## config.mk

```make
export PLATFORM = sky130hd
export DESIGN_NAME = svit_ram
export DESIGN_NICKNAME = d
export VERILOG_FILES = /design/src/design/svit_ram.sv
export SDC_FILE = /design/constraint.sdc
export NUM_CORES = 2
export LEC_CHECK = 0
export ABC_CLOCK_PERIOD_IN_PS = 6600
export BUFFER_PORTS_ARGS = -buffer_cell sky130_fd_sc_hd__buf_2
export CAP_MARGIN = 20
export CORE_ASPECT_RATIO = 1.1
export CORE_MARGIN = 4
export CORE_UTILIZATION = 25
export CTS_CLUSTER_DIAMETER = 100
export DETAILED_ROUTE_END_ITERATION = 12
export SYNTH_ARGS = -nofsm -noshare
export SYNTH_HDL_FRONTEND = slang
export SYNTH_SLANG_ARGS = --single-unit
```

## constraint.sdc

```tcl
create_clock -name clk -period 6.6 [get_ports clk]
set_input_delay 1.32 -clock clk [delete_from_list [all_inputs] [get_ports clk]]
set_output_delay 1.32 -clock clk [all_outputs]
set_load 0.02 [all_outputs]
```

## src/design/svit_ram.sv

```systemverilog
module svit_ram #(
    parameter int WIDTH = 32,
    parameter int DEPTH = 64
) (
    input  logic                                      clk,
    input  logic                                      we,
    input  logic [((DEPTH > 1) ? $clog2(DEPTH) : 1)-1:0] waddr,
    input  logic [WIDTH-1:0]                          wdata,
    input  logic [((DEPTH > 1) ? $clog2(DEPTH) : 1)-1:0] raddr,
    output logic [WIDTH-1:0]                          rdata
);

    logic [WIDTH-1:0] mem [DEPTH];

    always_ff @(posedge clk)
    begin
        if (we)
        begin
            mem[waddr] <= wdata;
        end
        rdata <= mem[raddr];
    end

endmodule

```

# Word level (Yosys, flattened, before mapping)
# Memory sizes are Yosys's and may differ from the RTL's. A register that Yosys moved wholly into a read port is not among the register bits.
# Index checks and enable logic that the tools add are counted.
# totals
wordCells	3
input_bits	46
out_inout_bits	32
n_memories	1
ramBits	2048
ff_bits	0
# memory_table
name	depth	width	rd	rd_clocked_by_memory_dff	wr	line	source
mem	64	32	1	1	1	13	logic [WIDTH-1:0] mem [DEPTH];
# classes
muxes	2
# op_table
op	count
$mux W1	2

# Longest topological paths before layout
# depth
word_depth	2
depth_mapped	10
depth_no_buf	5

# Worst setup path after synthesis
# OpenSTA, ideal clock, no wires.
# synth_timing
path_kind	input port to flip-flop
startpoint	in waddr[3] (netlist bit)
endpoint	mem mem[48][0] (enable)
path_stages	4
setup_ps	461
arrival_time_ps	4019
path_slack_ps	2120
path_cell_list	clkbuf_1 nor2b_1 nand4b_1 nor3_1
# synth_rtl
element	line	source
start: declaration	7	input logic [((DEPTH > 1) ? $clog2(DEPTH) : 1)-1:0] waddr,
end: declaration	13	
# Straight into the memory's write port.

==> results.sh <==
export IMPL_hold_violations=0
export IMPL_syn_mean_instance_area_um2=23.6
export IMPL_clock_tree_buffer_depth=3
export IMPL_hp_class="flop to flop"
export IMPL_arrival_ns=4.76
export IMPL_fin_crit_ns=4.12
export IMPL_initial_utilization_pct=25.1
export IMPL_vias_per_cell=4.70
export IMPL_antenna_found_initial=30
export IMPL_drc_errors=0
export IMPL_gp_congestion=0.761
export IMPL_die_w_um=542
export IMPL_pre_cts_slack_ns=1.44
export IMPL_yosys_top_cells_area="edfxtp_1 78%, mux4_2 16%, mux2i_1 1.2%"
export IMPL_synth_top_cell_by_area="edfxtp_1"
export IMPL_path_max_fanout=97
export IMPL_holdBufCountCts=0
export IMPL_post_route_period_util_pct=62.4
export IMPL_postPlaceCellArea_um2=84800
export IMPL_syn_inst=3324
export IMPL_final_core_util_pct=29.3
export IMPL_r2r_slack_ns=4.14
export IMPL_grt_pass1_vias=38000
export IMPL_ctsResizeCount=0
export IMPL_routedWlPerCell_um=27.1
export IMPL_hold_ws_ns=0.742
export IMPL_finalSetupTns_ns=0
export IMPL_fp_dieArea_um2=323000
export IMPL_synth_main_ff_cell="edfxtp_1"
export IMPL_syn_cell_area_um2=78500
export IMPL_status="finished, final reports clean"
export IMPL_ys_seq_area_share_pct=79.1
export IMPL_end_kind="flop"
export IMPL_setup_slack_ns=2.48
export IMPL_antenna_left=0
export IMPL_ys_ff_latch=2080
export IMPL_hpwl_um=121000
export IMPL_firstDrtPassIters=5
export IMPL_htree_levels=4
export IMPL_insertion_delay_ns=0.84
export IMPL_required_ns=7.24
export IMPL_final_cell_mix="2048 x edfxtp_1, 544 x mux4_2, 194 x clkbuf_16"
export IMPL_synth_warning_count=0
export IMPL_seqCellArea_um2=62100
export IMPL_total_leakage_power_nw=27.6
export IMPL_gr_total_overflow=0
export IMPL_port_buffers=77
export IMPL_finalInstanceArea_um2=91500
export IMPL_cts_tree="done"
export IMPL_yosysTopAreaCellShare_pct=78.3
export IMPL_grt_pass1_wl_um=299000
export IMPL_synth_edf_count=2048
export IMPL_io_pins=78
export IMPL_cts_inserted_buffers=190
export IMPL_grt_total_usage_pct=12.9
export IMPL_maxCapViolCount=0
export IMPL_clkTransAtPathRegs_ns=0.07
export IMPL_synth_net_count=3370
export IMPL_rsz0062_at_grt="false"
export IMPL_drtIter0Drc=4029
export IMPL_vdd_ir_drop_max_mv=0.204
export IMPL_worst_setup_path_start_kind="input port"
export IMPL_p_per_area_nw_per_um2=292
export IMPL_syn_to_final_growth_pct=16.5
export IMPL_multi_input_area_um2=16000
export IMPL_finClkSkew_ns=0.0575
export IMPL_clock_sinks=2080
export IMPL_setup_viol=0
export IMPL_root_buffer="clkbuf_16"
export IMPL_num_fill_cells=29900
export IMPL_layout_drive_gt1_share_pct=29.9
export IMPL_max_freq_mhz=243
export IMPL_nets=3616
export IMPL_slew_headroom_pct=24.2
export IMPL_synthArstFlopShare_pct=0
export IMPL_num_vias=36900
export IMPL_yosys_cell_types_count=34
export IMPL_worst_pin_slew_ns=1.13
export IMPL_slew_violations=0
export IMPL_postCtsSetupBuffers=0
export IMPL_final_common_cell="edfxtp_1"
export IMPL_row_count=215
export IMPL_grt_max_degree=98
export IMPL_die_h_um=596
export IMPL_routed_wl_um=213000
export IMPL_setup_worst_path_class="input port to flop"
export IMPL_core_area_um2=312000
==> synth_stat cells (2+ instances only) <==
library cell  instances
o22ai_1              84
a22oi_1              12
a21oi_1              62
nor2b_1              15
clkbuf_1             74
or3b_2                3
nor3_1                7
nand4_1               2
buf_1                21
nand3_1               5
or3b_1                2
nand2b_1              8
or3_1                 3
nand3b_1              5
mux4_2              544
nor2_1              137
nand2_1              26
edfxtp_1           2048
a41o_1                4
and2_1                2
dfxtp_1              32
buf_6                 5
a311oi_1              8
buf_4                25
o221ai_1             27
buf_2                57
mux2i_1              93
o32ai_1               4
and3_1                4
==> final timing paths <==
check	startpoint	depth (start not counted)	endpoint
max reg2reg	mem[15][2]	4	rdata[2]
max	raddr[0]	6	rdata[22]
min reg2reg	mem[12][8]	4	rdata[8]
min	mem[12][8]	4	rdata[8]
==> final cells by class <==
| type | instances | share of cell area [%] |
|---|---|---|
| Antenna cell | 12 | 0.0328 |
| Clock buffer | 248 | 5.58 |
| Clock inverter | 99 | 0.906 |
| Multi-Input combinational cell | 1062 | 17.5 |
| Sequential cell | 2080 | 67.9 |
| Tap cell | 4123 | 5.64 |
| Timing Repair Buffer | 236 | 2.43 |
==> through the flow <==
step / power, W / cells
2_1_floorplan: 0.0157 / 3324
5_1_grt: 0.0275 / 7853
6_report: 0.0267 / 7860
3_5_place_dp: 0.0164 / 7472
4_1_cts: 0.0269 / 7819
3_3_place_gp: 0.0163 / 7469
==> layer usage <==
metal / track usage [%] / wire, um
met1: 16.3 / 82500
met3: 2.54 / 15000
met4: 4.19 / 7070
met2: 22.3 / 108000
met5: 0 / 93
==> kinds of logic (layout without fill, tap and decap cells) <==
group | Yosys count | after routing | synth area share, %
AOI/OAI and AO/OA | 202 | 202 | 1.67
buffers and inverters | 182 | 583 | 1.13
DFF | 2080 | 2080 | 79.1
and+or+nand+nor | 223 | 223 | 1.27
other | 0 | 12 | 0
muxes | 637 | 637 | 16.8
==> where the power goes <==
part / switching (W) / leakage [nW] / total, W / internal, W
Combinational: 0.000864 / 6.01 / 0.00138 / 0.000518
Clock: 0.00481 / 2.90 / 0.0106 / 0.00582
Sequential: 0.0000699 / 18.7 / 0.0147 / 0.0146
==> critical path, cell delays in order <==
cell     delay (ns)
buf_8          0.62
buf_12         0.62
mux4_2         0.60
mux4_2         0.54
o22ai_1        0.52
nor2_1         0.25
==> flip-flops by register name, indices dropped and copies added (netlist names) <==
name   flops
mem     2048
rdata     32
(Power assumes the default switching activity.)
